<file path="config.mk">
export PLATFORM = sky130hd
export DESIGN_NAME = stable_min_priority_queue_unit
export DESIGN_NICKNAME = d
export VERILOG_FILES = /design/src/hdl/spq_pkg.sv /design/src/hdl/spq_cell.sv /design/src/hdl/stable_min_priority_queue_unit.sv
export SDC_FILE = /design/constraint.sdc
export NUM_CORES = 2
export LEC_CHECK = 0
export BUFFER_PORTS_ARGS = -buffer_cell sky130_fd_sc_hd__buf_2
export CAP_MARGIN = 10
export CORE_ASPECT_RATIO = 0.7
export CORE_MARGIN = 10
export CORE_UTILIZATION = 25
export CTS_CLUSTER_DIAMETER = 60
export DETAILED_ROUTE_END_ITERATION = 10
export GPL_TIMING_DRIVEN = 1
export PLACE_DENSITY = 0.42
export SYNTH_ARGS = -nofsm -noshare
export SYNTH_HDL_FRONTEND = slang
export SYNTH_SLANG_ARGS = --single-unit
</file>
<file path="constraint.sdc">
create_clock -name clk_i -period 5.1 [get_ports clk_i]
set_input_delay 1.02 -clock clk_i [delete_from_list [all_inputs] [get_ports clk_i]]
set_output_delay 1.02 -clock clk_i [all_outputs]
set_load 0.02 [all_outputs]
</file>
<file path="src/hdl/spq_pkg.sv">
package spq_pkg;

  localparam int CAPACITY      = 16;
  localparam int VALUE_BITS    = 32;
  localparam int PRIORITY_BITS = 16;
  localparam int CNT_BITS      = $clog2(CAPACITY + 1);

  localparam int CMD_BITS = 2;
  localparam logic [CMD_BITS-1:0] CMD_INSERT  = 2'd0;
  localparam logic [CMD_BITS-1:0] CMD_EXTRACT = 2'd1;
  localparam logic [CMD_BITS-1:0] CMD_PEEK    = 2'd2;
  localparam logic [CMD_BITS-1:0] CMD_CLEAR   = 2'd3;

  localparam int IN_BITS    = VALUE_BITS + PRIORITY_BITS;
  localparam int IN_TDATA_W = ((IN_BITS + 7) / 8) * 8;
  localparam int OUT_BITS   = VALUE_BITS + PRIORITY_BITS + CNT_BITS + 1;
  localparam int OUT_TDATA_W = ((OUT_BITS + 7) / 8) * 8;

  typedef logic signed [VALUE_BITS-1:0]    value_t;
  typedef logic signed [PRIORITY_BITS-1:0] prio_t;

  // Per-cycle operation broadcast to every cell of the chain.
  typedef struct packed {
    logic ins;
    logic ext;
  } spq_ctrl_t;

endpackage

</file>
<file path="src/hdl/spq_cell.sv">
module spq_cell
  import spq_pkg::*;
(
  input  logic      clk_i,
  input  spq_ctrl_t ctrl_i,
  input  logic      occ_i,
  input  value_t    new_value_i,
  input  prio_t     new_prio_i,
  input  logic      left_before_i,
  input  value_t    left_value_i,
  input  prio_t     left_prio_i,
  input  value_t    right_value_i,
  input  prio_t     right_prio_i,
  output logic      before_o,
  output value_t    value_o,
  output prio_t     prio_o
);

  value_t value_q, value_d;
  prio_t  prio_q,  prio_d;

  // New item lands ahead of this cell on strictly smaller priority, so ties stay in order.
  assign before_o = !occ_i || (new_prio_i < prio_q);

  always_comb begin
    value_d = value_q;
    prio_d  = prio_q;
    if (ctrl_i.ins) begin
      if (left_before_i) begin
        value_d = left_value_i;
        prio_d  = left_prio_i;
      end else if (before_o) begin
        value_d = new_value_i;
        prio_d  = new_prio_i;
      end
    end else if (ctrl_i.ext) begin
      value_d = right_value_i;
      prio_d  = right_prio_i;
    end
  end

  always_ff @(posedge clk_i) begin
    value_q <= value_d;
    prio_q  <= prio_d;
  end

  assign value_o = value_q;
  assign prio_o  = prio_q;

endmodule

</file>
<file path="src/hdl/stable_min_priority_queue_unit.sv">
// Channel   Dir  tdata (low bit up)                          tuser
// s_axis    in   value_in, priority_in                       cmd
// m_axis    out  value_out, priority_out, count, is_empty    ok
//
// One item per cycle unless the output stalls: every command finishes in the
// cycle it is accepted, as the whole cell chain shifts in a single step; the
// result is held in the output register from the following cycle.
// Reset clears the entry count and the output valid flag; cell contents stay.
// An output stall holds the result and stops input only while it is held.
module stable_min_priority_queue_unit
  import spq_pkg::*;
(
  input  logic                   clk_i,
  input  logic                   rst_ni,
  input  logic                   s_axis_tvalid,
  output logic                   s_axis_tready,
  input  logic [IN_TDATA_W-1:0]  s_axis_tdata,   // value_in, priority_in
  input  logic [CMD_BITS-1:0]    s_axis_tuser,   // cmd
  output logic                   m_axis_tvalid,
  input  logic                   m_axis_tready,
  output logic [OUT_TDATA_W-1:0] m_axis_tdata,   // value_out, priority_out, count, is_empty
  output logic                   m_axis_tuser    // ok
);

  logic [CNT_BITS-1:0] count_q, count_d;
  logic                out_valid_q;
  logic                ok_q, ok_d;
  value_t              vout_q, vout_d;
  prio_t               pout_q, pout_d;
  logic [CNT_BITS-1:0] cnt_out_q;

  logic      accept;
  logic      full, empty;
  value_t    new_value;
  prio_t     new_prio;
  spq_ctrl_t ctrl;

  logic   [CAPACITY-1:0] occ;
  logic   [CAPACITY-1:0] ahead;
  value_t                cell_value [CAPACITY];
  prio_t                 cell_prio  [CAPACITY];

  assign s_axis_tready = !out_valid_q || m_axis_tready;
  assign accept        = s_axis_tvalid && s_axis_tready;
  assign new_value     = s_axis_tdata[VALUE_BITS-1:0];
  assign new_prio      = s_axis_tdata[VALUE_BITS +: PRIORITY_BITS];
  assign full          = (count_q == CNT_BITS'(CAPACITY));
  assign empty         = (count_q == '0);

  assign ctrl.ins = accept && (s_axis_tuser == CMD_INSERT) && !full;
  assign ctrl.ext = accept && (s_axis_tuser == CMD_EXTRACT) && !empty;

  for (genvar i = 0; i < CAPACITY; i++) begin : g_cell
    assign occ[i] = (CNT_BITS'(i) < count_q);
    if (i == 0) begin : g_head
      spq_cell u_cell (
        .clk_i         (clk_i),
        .ctrl_i        (ctrl),
        .occ_i         (occ[i]),
        .new_value_i   (new_value),
        .new_prio_i    (new_prio),
        .left_before_i (1'b0),
        .left_value_i  (cell_value[i]),
        .left_prio_i   (cell_prio[i]),
        .right_value_i (cell_value[i+1]),
        .right_prio_i  (cell_prio[i+1]),
        .before_o      (ahead[i]),
        .value_o       (cell_value[i]),
        .prio_o        (cell_prio[i])
      );
    end else if (i == CAPACITY - 1) begin : g_tail
      spq_cell u_cell (
        .clk_i         (clk_i),
        .ctrl_i        (ctrl),
        .occ_i         (occ[i]),
        .new_value_i   (new_value),
        .new_prio_i    (new_prio),
        .left_before_i (ahead[i-1]),
        .left_value_i  (cell_value[i-1]),
        .left_prio_i   (cell_prio[i-1]),
        .right_value_i (cell_value[i]),
        .right_prio_i  (cell_prio[i]),
        .before_o      (ahead[i]),
        .value_o       (cell_value[i]),
        .prio_o        (cell_prio[i])
      );
    end else begin : g_mid
      spq_cell u_cell (
        .clk_i         (clk_i),
        .ctrl_i        (ctrl),
        .occ_i         (occ[i]),
        .new_value_i   (new_value),
        .new_prio_i    (new_prio),
        .left_before_i (ahead[i-1]),
        .left_value_i  (cell_value[i-1]),
        .left_prio_i   (cell_prio[i-1]),
        .right_value_i (cell_value[i+1]),
        .right_prio_i  (cell_prio[i+1]),
        .before_o      (ahead[i]),
        .value_o       (cell_value[i]),
        .prio_o        (cell_prio[i])
      );
    end
  end

  always_comb begin
    count_d = count_q;
    ok_d    = 1'b0;
    vout_d  = '0;
    pout_d  = '0;
    case (s_axis_tuser)
      CMD_INSERT: begin
        if (!full) begin
          count_d = count_q + CNT_BITS'(1);
          ok_d    = 1'b1;
        end
      end
      CMD_EXTRACT, CMD_PEEK: begin
        if (!empty) begin
          ok_d   = 1'b1;
          vout_d = cell_value[0];
          pout_d = cell_prio[0];
          if (s_axis_tuser == CMD_EXTRACT) begin
            count_d = count_q - CNT_BITS'(1);
          end
        end
      end
      CMD_CLEAR: begin
        count_d = '0;
        ok_d    = 1'b1;
      end
      default: begin
        count_d = count_q;
      end
    endcase
  end

  always_ff @(posedge clk_i or negedge rst_ni) begin
    if (!rst_ni) begin
      count_q     <= '0;
      out_valid_q <= 1'b0;
    end else begin
      if (accept) begin
        count_q     <= count_d;
        out_valid_q <= 1'b1;
      end else if (m_axis_tready) begin
        out_valid_q <= 1'b0;
      end
    end
  end

  // Hold the result until taken; load a fresh one on each accepted item.
  always_ff @(posedge clk_i) begin
    if (accept) begin
      ok_q      <= ok_d;
      vout_q    <= vout_d;
      pout_q    <= pout_d;
      cnt_out_q <= count_d;
    end
  end

  always_comb begin
    m_axis_tdata = '0;
    m_axis_tdata[VALUE_BITS-1:0]                            = vout_q;
    m_axis_tdata[VALUE_BITS +: PRIORITY_BITS]               = pout_q;
    m_axis_tdata[VALUE_BITS + PRIORITY_BITS +: CNT_BITS]    = cnt_out_q;
    m_axis_tdata[VALUE_BITS + PRIORITY_BITS + CNT_BITS]     = (cnt_out_q == '0);
  end

  assign m_axis_tvalid = out_valid_q;
  assign m_axis_tuser  = ok_q;

endmodule

</file>
# Word level (Yosys, flattened, before mapping)
# Cells that the tools add are included.
# classes
add_sub_neg	2
n_lt_le_gt_ge	32
n_eq_ne	19
n_mux	131
n_bitwise	1
reduce_logical	65
# op_table
cell	count
32-bit two-way mux	61
16-bit two-way mux	61
16-bit < comparator	16
3-bit by 1-bit inequality test with 1-bit output (second input constant)	14
4-bit by 5-bit < comparator with 1-bit output (first input constant)	8
2-bit AND reduction	16
3-bit by 5-bit < comparator with 1-bit output (first input constant)	4
1-bit zero test	19
1-bit logical OR	17
5-bit two-way mux	3
5-bit one-hot mux with 3 select lines	1
5-bit zero test	2
1-bit by 5-bit < comparator with 1-bit output (first input constant)	2
2-bit by 5-bit < comparator with 1-bit output (first input constant)	2
2-bit nonzero test	3
5-bit by 1-bit adder with 5-bit output (second input constant)	1
5-bit == test (second input constant)	1
1-bit logical AND	5
5-bit by 1-bit subtractor with 5-bit output (second input constant)	1
2-bit == test (second input constant)	2
1-bit two-way mux	4
2-bit OR reduction	2
1-bit one-hot mux with 3 select lines	1
2-bit by 1-bit == test with 1-bit output (second input constant)	1
3 further kinds	3
# totals
register_bits	828
in_bits	54
output_inout_bits	59
word_cells	288

# Longest topological paths before layout
# logic_depth
depth_word	7
mapped_depth	12
ltp_nobuf	8

# Hierarchy
# Synthesis repeated with hierarchy kept, for this count alone.
# unflattened
cells_unflattened	4568
area_unflattened_um2	49003.2
# modules_own_cells
mod	n_inst	cells_per_inst	area_per_inst_um2	seq_area_each_um2
spq_cell at g_cell[0].g_head.u_cell ...	11	272	2900.3	1441.4
spq_cell at g_cell[5].g_mid.u_cell ...	5	269	2859.0	1441.4
stable_min_priority_queue_unit	1	231	2805.2	1771.7

# Worst setup path after synthesis
# No wires, ideal clock.
# synth_path
kind	input -> register
start	input port m_axis_tready
end	register g_cell[13].g_mid.u_cell.prio_q[0], enable pin
t_arrival_ps	5968
required_time_ps	4631
path_slack_ps	-1338
stages	8
path_buffers	2
cell_sequence	nand2b_1 -> nand2_1 -> clkinv_1 -> nand2_1 -> buf_2 -> buf_1 -> a21oi_1 -> a21oi_1
# synth_between
elab_chain_cells	6
# synth_lines
item	line_no	text
from (decl)	stable_min_priority_queue_unit.sv:20	input logic m_axis_tready,
1-bit logical OR (*)	stable_min_priority_queue_unit.sv:43	assign s_axis_tready = !out_valid_q || m_axis_tready;
1-bit logical AND (*)	stable_min_priority_queue_unit.sv:44	assign accept = s_axis_tvalid && s_axis_tready;
named net accept	stable_min_priority_queue_unit.sv:32	logic accept;
1-bit logical AND, on equally long branches (2 in a row)	stable_min_priority_queue_unit.sv:50, stable_min_priority_queue_unit.sv:51	
3-bit by 1-bit inequality test with 1-bit output (no source line) / 2-bit nonzero test (equally long branches)	--	
2-bit AND reduction (no source line) (*)	--	
to (signal assigned)	spq_cell.sv:44	prio_q <= prio_d;
to (decl)	spq_cell.sv:20	prio_t prio_q, prio_d;
# The timed path passes the listed nets; every way through them passes the cells marked *.
# A chain may end at the register's enable or synchronous reset.

# Final worst setup path
# layout_path
start	input port s_axis_tdata[41]
end	register g_cell[0].g_head.u_cell.value_q[16], enable pin
# layout_between
elab_chain_cells	4
# layout_lines
item	line_no	text
from (decl)	stable_min_priority_queue_unit.sv:17	input logic [IN_TDATA_W-1:0] s_axis_tdata,
16-bit < comparator	spq_cell.sv:23	assign before_o = !occ_i || (new_prio_i < prio_q);
1-bit logical OR	spq_cell.sv:23	
2-bit by 1-bit inequality test with 1-bit output (no source line)	--	
2-bit AND reduction (no source line)	--	
to (signal assigned)	spq_cell.sv:43	value_q <= value_d;
to (decl)	spq_cell.sv:19	value_t value_q, value_d;
# Every way passes these cells.

==> flow_summary.json <==
{
  "grt_use_met2": 0.238,
  "worstHoldPathType": "input pin to async pin",
  "drive_gt1_frac": 0.131,
  "grt_use_met3": 0.0627,
  "drc": 0,
  "cp_max_fo": 32,
  "yosysSeqAreaShare": 0.520,
  "crit_family": "simple AND/OR/NAND/NOR gates",
  "grt.met1_usage": 0.291,
  "cp_slowest_stage_delay_ps": 640,
  "grt_overflow": 0,
  "reg2reg_depth": 8,
  "maxCapViolations": 0,
  "synth_enable_flop_cells": 822,
  "total_power_mw": 20.9,
  "num_rows": 134,
  "clock_latency_ps": 760,
  "crit_path_start_kind": "input pin",
  "die_x_um": 543,
  "final_core_utilization": 0.290,
  "final_area_um2": 55200,
  "grt_max_degree": 200,
  "synth_seq_cells": 828,
  "final-setup-viol-count": 0,
  "cp.arrival_ps": 4300,
  "status": "complete, no violations",
  "drt-total-wl_um": 201000,
  "postCtsHoldBufs": 0,
  "synth.lib_cells_used.distinct": 68,
  "antenna_found_initial": 21,
  "r2r-start": "count_q[0]",
  "synthCells": 4551,
  "worst_slew_pin_slew_ps": 1100,
  "finalHoldViolCount": 0,
  "required_ps": 5530,
  "slowest_stage": "nor2_1",
  "dr.pass1.iters": 5,
  "vias_per_cell": 5.67,
  "cts_tree": "yes",
  "die_area_um2": 209000,
  "path_cells": "buf_2 -> ha_1 -> nand4_1 -> or2_0 -> o41ai_1 -> o31ai_4 -> nor2_1 -> a21oi_4 -> buf_4",
  "cts-root-buf": "clkbuf_16",
  "setup_ws_ps": 1230,
  "nets": 4758,
  "start_util": 0.251,
  "port_buffers": 110,
  "clock-skew-final_ps": 43.6,
  "reg2reg_to": "g_cell[8].g_mid.u_cell.value_o[15]",
  "grtUsageTotal": 0.184,
  "placed_area_um2": 51900,
  "synth.yosys.warnings": 0,
  "grt_setup_unrepaired": "no",
  "area_growth_pct": 15.6,
  "postSynth.asyncResetShare": 0.00725,
  "final_common_cell": "edfxtp_1",
  "die_h_um": 386,
  "core_um2": 190000,
  "pre_cts_ws_ps": 653,
  "dp_hpwl_um": 135000,
  "path_class": "input pin to flip-flop",
  "netlist_area_um2": 47800,
  "mostFrequentLayoutCells": "edfxtp_1, nand2_1, nand4_1",
  "ant_nets": 0,
  "clock_sinks": 828,
  "h-tree-depth": 3,
  "postCtsResizedCells": 0,
  "clk_path_buf_depth": 3,
  "layout_min_cycle_time_ps": 3870,
  "r2r_setup_slack_ps": 1270,
  "fmax_ghz": 0.258,
  "total_leakage_power_nw": 19.3,
  "ios": 113,
  "cts.clk_slew.worst_paths_ps": 60,
  "cts_buffers": 104,
  "wire_per_inst_um": 28.5,
  "synthFlopType": "edfxtp_1",
  "grt_pass1_wl_um": 289000,
  "grt_pass1_vias": 38500,
  "period_share": 0.759,
  "busiest_layer": "met1",
  "globalplace.congestion": 0.888,
  "peakVddDrop_mv": 0.289,
  "drt_iter0_drc": 5179,
  "cts_setup_buffers": 0,
  "cp_num_buf_inv": 2,
  "synth_area_per_cell_um2": 10.5,
  "holdWs_ps": 89.3,
  "p_per_area_nw_per_um2": 378,
  "end_kind": "flip-flop",
  "drv_slew": 0,
  "maxSlewHeadroom": 0.265,
  "vias": 40100
}
[metal layers]
| layer | vias to the layer above | part of all wire |
|---|---|---|
| li1 | 17700 | - |
| met1 | 20100 | 0.49 |
| met2 | 2013 | 0.37 |
| met3 | 207 | 0.12 |
| met4 | 6 | 0.016 |
| met5 | - | 0.0010 |
[how the worst max path moves through the flow]
stage,endpoint,cells past startpoint,slack (ps),from
5_1_grt,g_cell[0].g_head.u_cell.prio_o[0],9,1180,s_axis_tdata[41]
3_5_place_dp,g_cell[0].g_head.u_cell.value_o[16],9,650,s_axis_tdata[41]
6_report,g_cell[0].g_head.u_cell.value_o[16],9,1230,s_axis_tdata[41]
2_1_floorplan,g_cell[1].g_mid.u_cell.prio_o[0],6,-800,m_axis_tready
4_1_cts,g_cell[14].g_mid.u_cell.prio_o[3],10,1420,s_axis_tdata[41]
3_3_place_gp,g_cell[11].g_mid.u_cell.value_o[20],10,650,s_axis_tdata[47]
[cells by family (layout without fill, tap and decap cells)]
family	count (synthesis)	in the layout	synth area share
XOR/XNOR	1	1	0.000183
AND/OR/NAND/NOR	1205	1205	0.124
flip-flops	828	828	0.520
AO/OA/AOI/OAI	1484	1484	0.218
adder cells (fa/ha/maj)	246	246	0.0644
buffers and inverters	734	720	0.0605
other	1	8	0.0000785
multiplexers	52	52	0.0123
[worst register-to-register path: stages, from the launching register on]
cell and delay [ps]:
dfrtp_1 600, inv_1 190, ha_1 330, nand3_1 140, and2_1 600, nand2_4 510, buf_12 400, nand2_1 680
o211ai_1 120
[sequential cells by signal, indices dropped and copies added (netlist names)]
| register | flops |
|---|---|
| g_cell.g_tail.u_cell.value_o | 32 |
| pout_q | 16 |
| g_cell.g_head.u_cell.prio_o | 16 |
| count_q | 5 |
| g_cell.g_mid.u_cell.prio_o | 224 |
| g_cell.g_tail.u_cell.prio_o | 16 |
| m_axis_tuser | 1 |
| vout_q | 32 |
| cnt_out_q | 5 |
| g_cell.g_head.u_cell.value_o | 32 |
| m_axis_tvalid | 1 |
| g_cell.g_mid.u_cell.value_o | 448 |
[report_power, final]
| group | internal (mW) | switching [mW] | total, mW |
|---|---|---|---|
| logic | 1.22 | 3.76 | 4.98 |
| registers | 8.20 | 0.339 | 8.54 |
| clock network | 4.10 | 3.27 | 7.38 |
| total | 13.5 | 7.37 | 20.9 |
[stage by stage]
stage	cells	setup TNS (ps)
2_1_floorplan	4552	-361640
3_5_place_dp	6868	0
6_report	7060	0
4_1_cts	7054	0
5_1_grt	7055	0
3_3_place_gp	6868	0
[layout make-up]
type / count / area [µm²]
antenna: 6 / 15.0
clock buffer: 115 / 2690
clock inverter: 71 / 607
fill: 19700 / 135000
inverter: 255 / 957
multi-input combinational: 2990 / 20600
sequential: 828 / 24800
tap: 2516 / 3150
timing repair buffer: 279 / 2360
[Yosys cell counts, types with 6 or more instances]
library cell	count	area, µm²
nand4_1	364	2280
and4_1	17	149
a22oi_1	60	450
and3_1	7	43.8
o31ai_1	6	45.0
mux2_2	52	586
o311ai_0	135	1180
nor3_1	11	55.1
ha_1	246	3080
or4_1	6	45.0
o211ai_2	25	313
a21oi_1	214	1070
a21o_1	43	323
edfxtp_1	822	24700
nor2_1	158	593
o21ai_1	7	35.0
o221ai_2	15	225
a2111oi_0	12	105
nand2_1	501	1880
o21ai_0	231	1160
a41o_1	6	60.1
inv_1	254	953
buf_6	7	78.8
nand2b_1	38	238
buf_2	51	255
and2_1	54	338
o21a_1	10	75.1
o211ai_1	318	2390
o221ai_1	135	1180
buf_1	34	128
nand3_1	13	65.1
o311ai_1	10	87.6
dfrtp_1	6	150
clkbuf_1	382	1430
nor2b_1	11	68.8
a31oi_1	213	1330
Power figures use the tool's default switching activity.
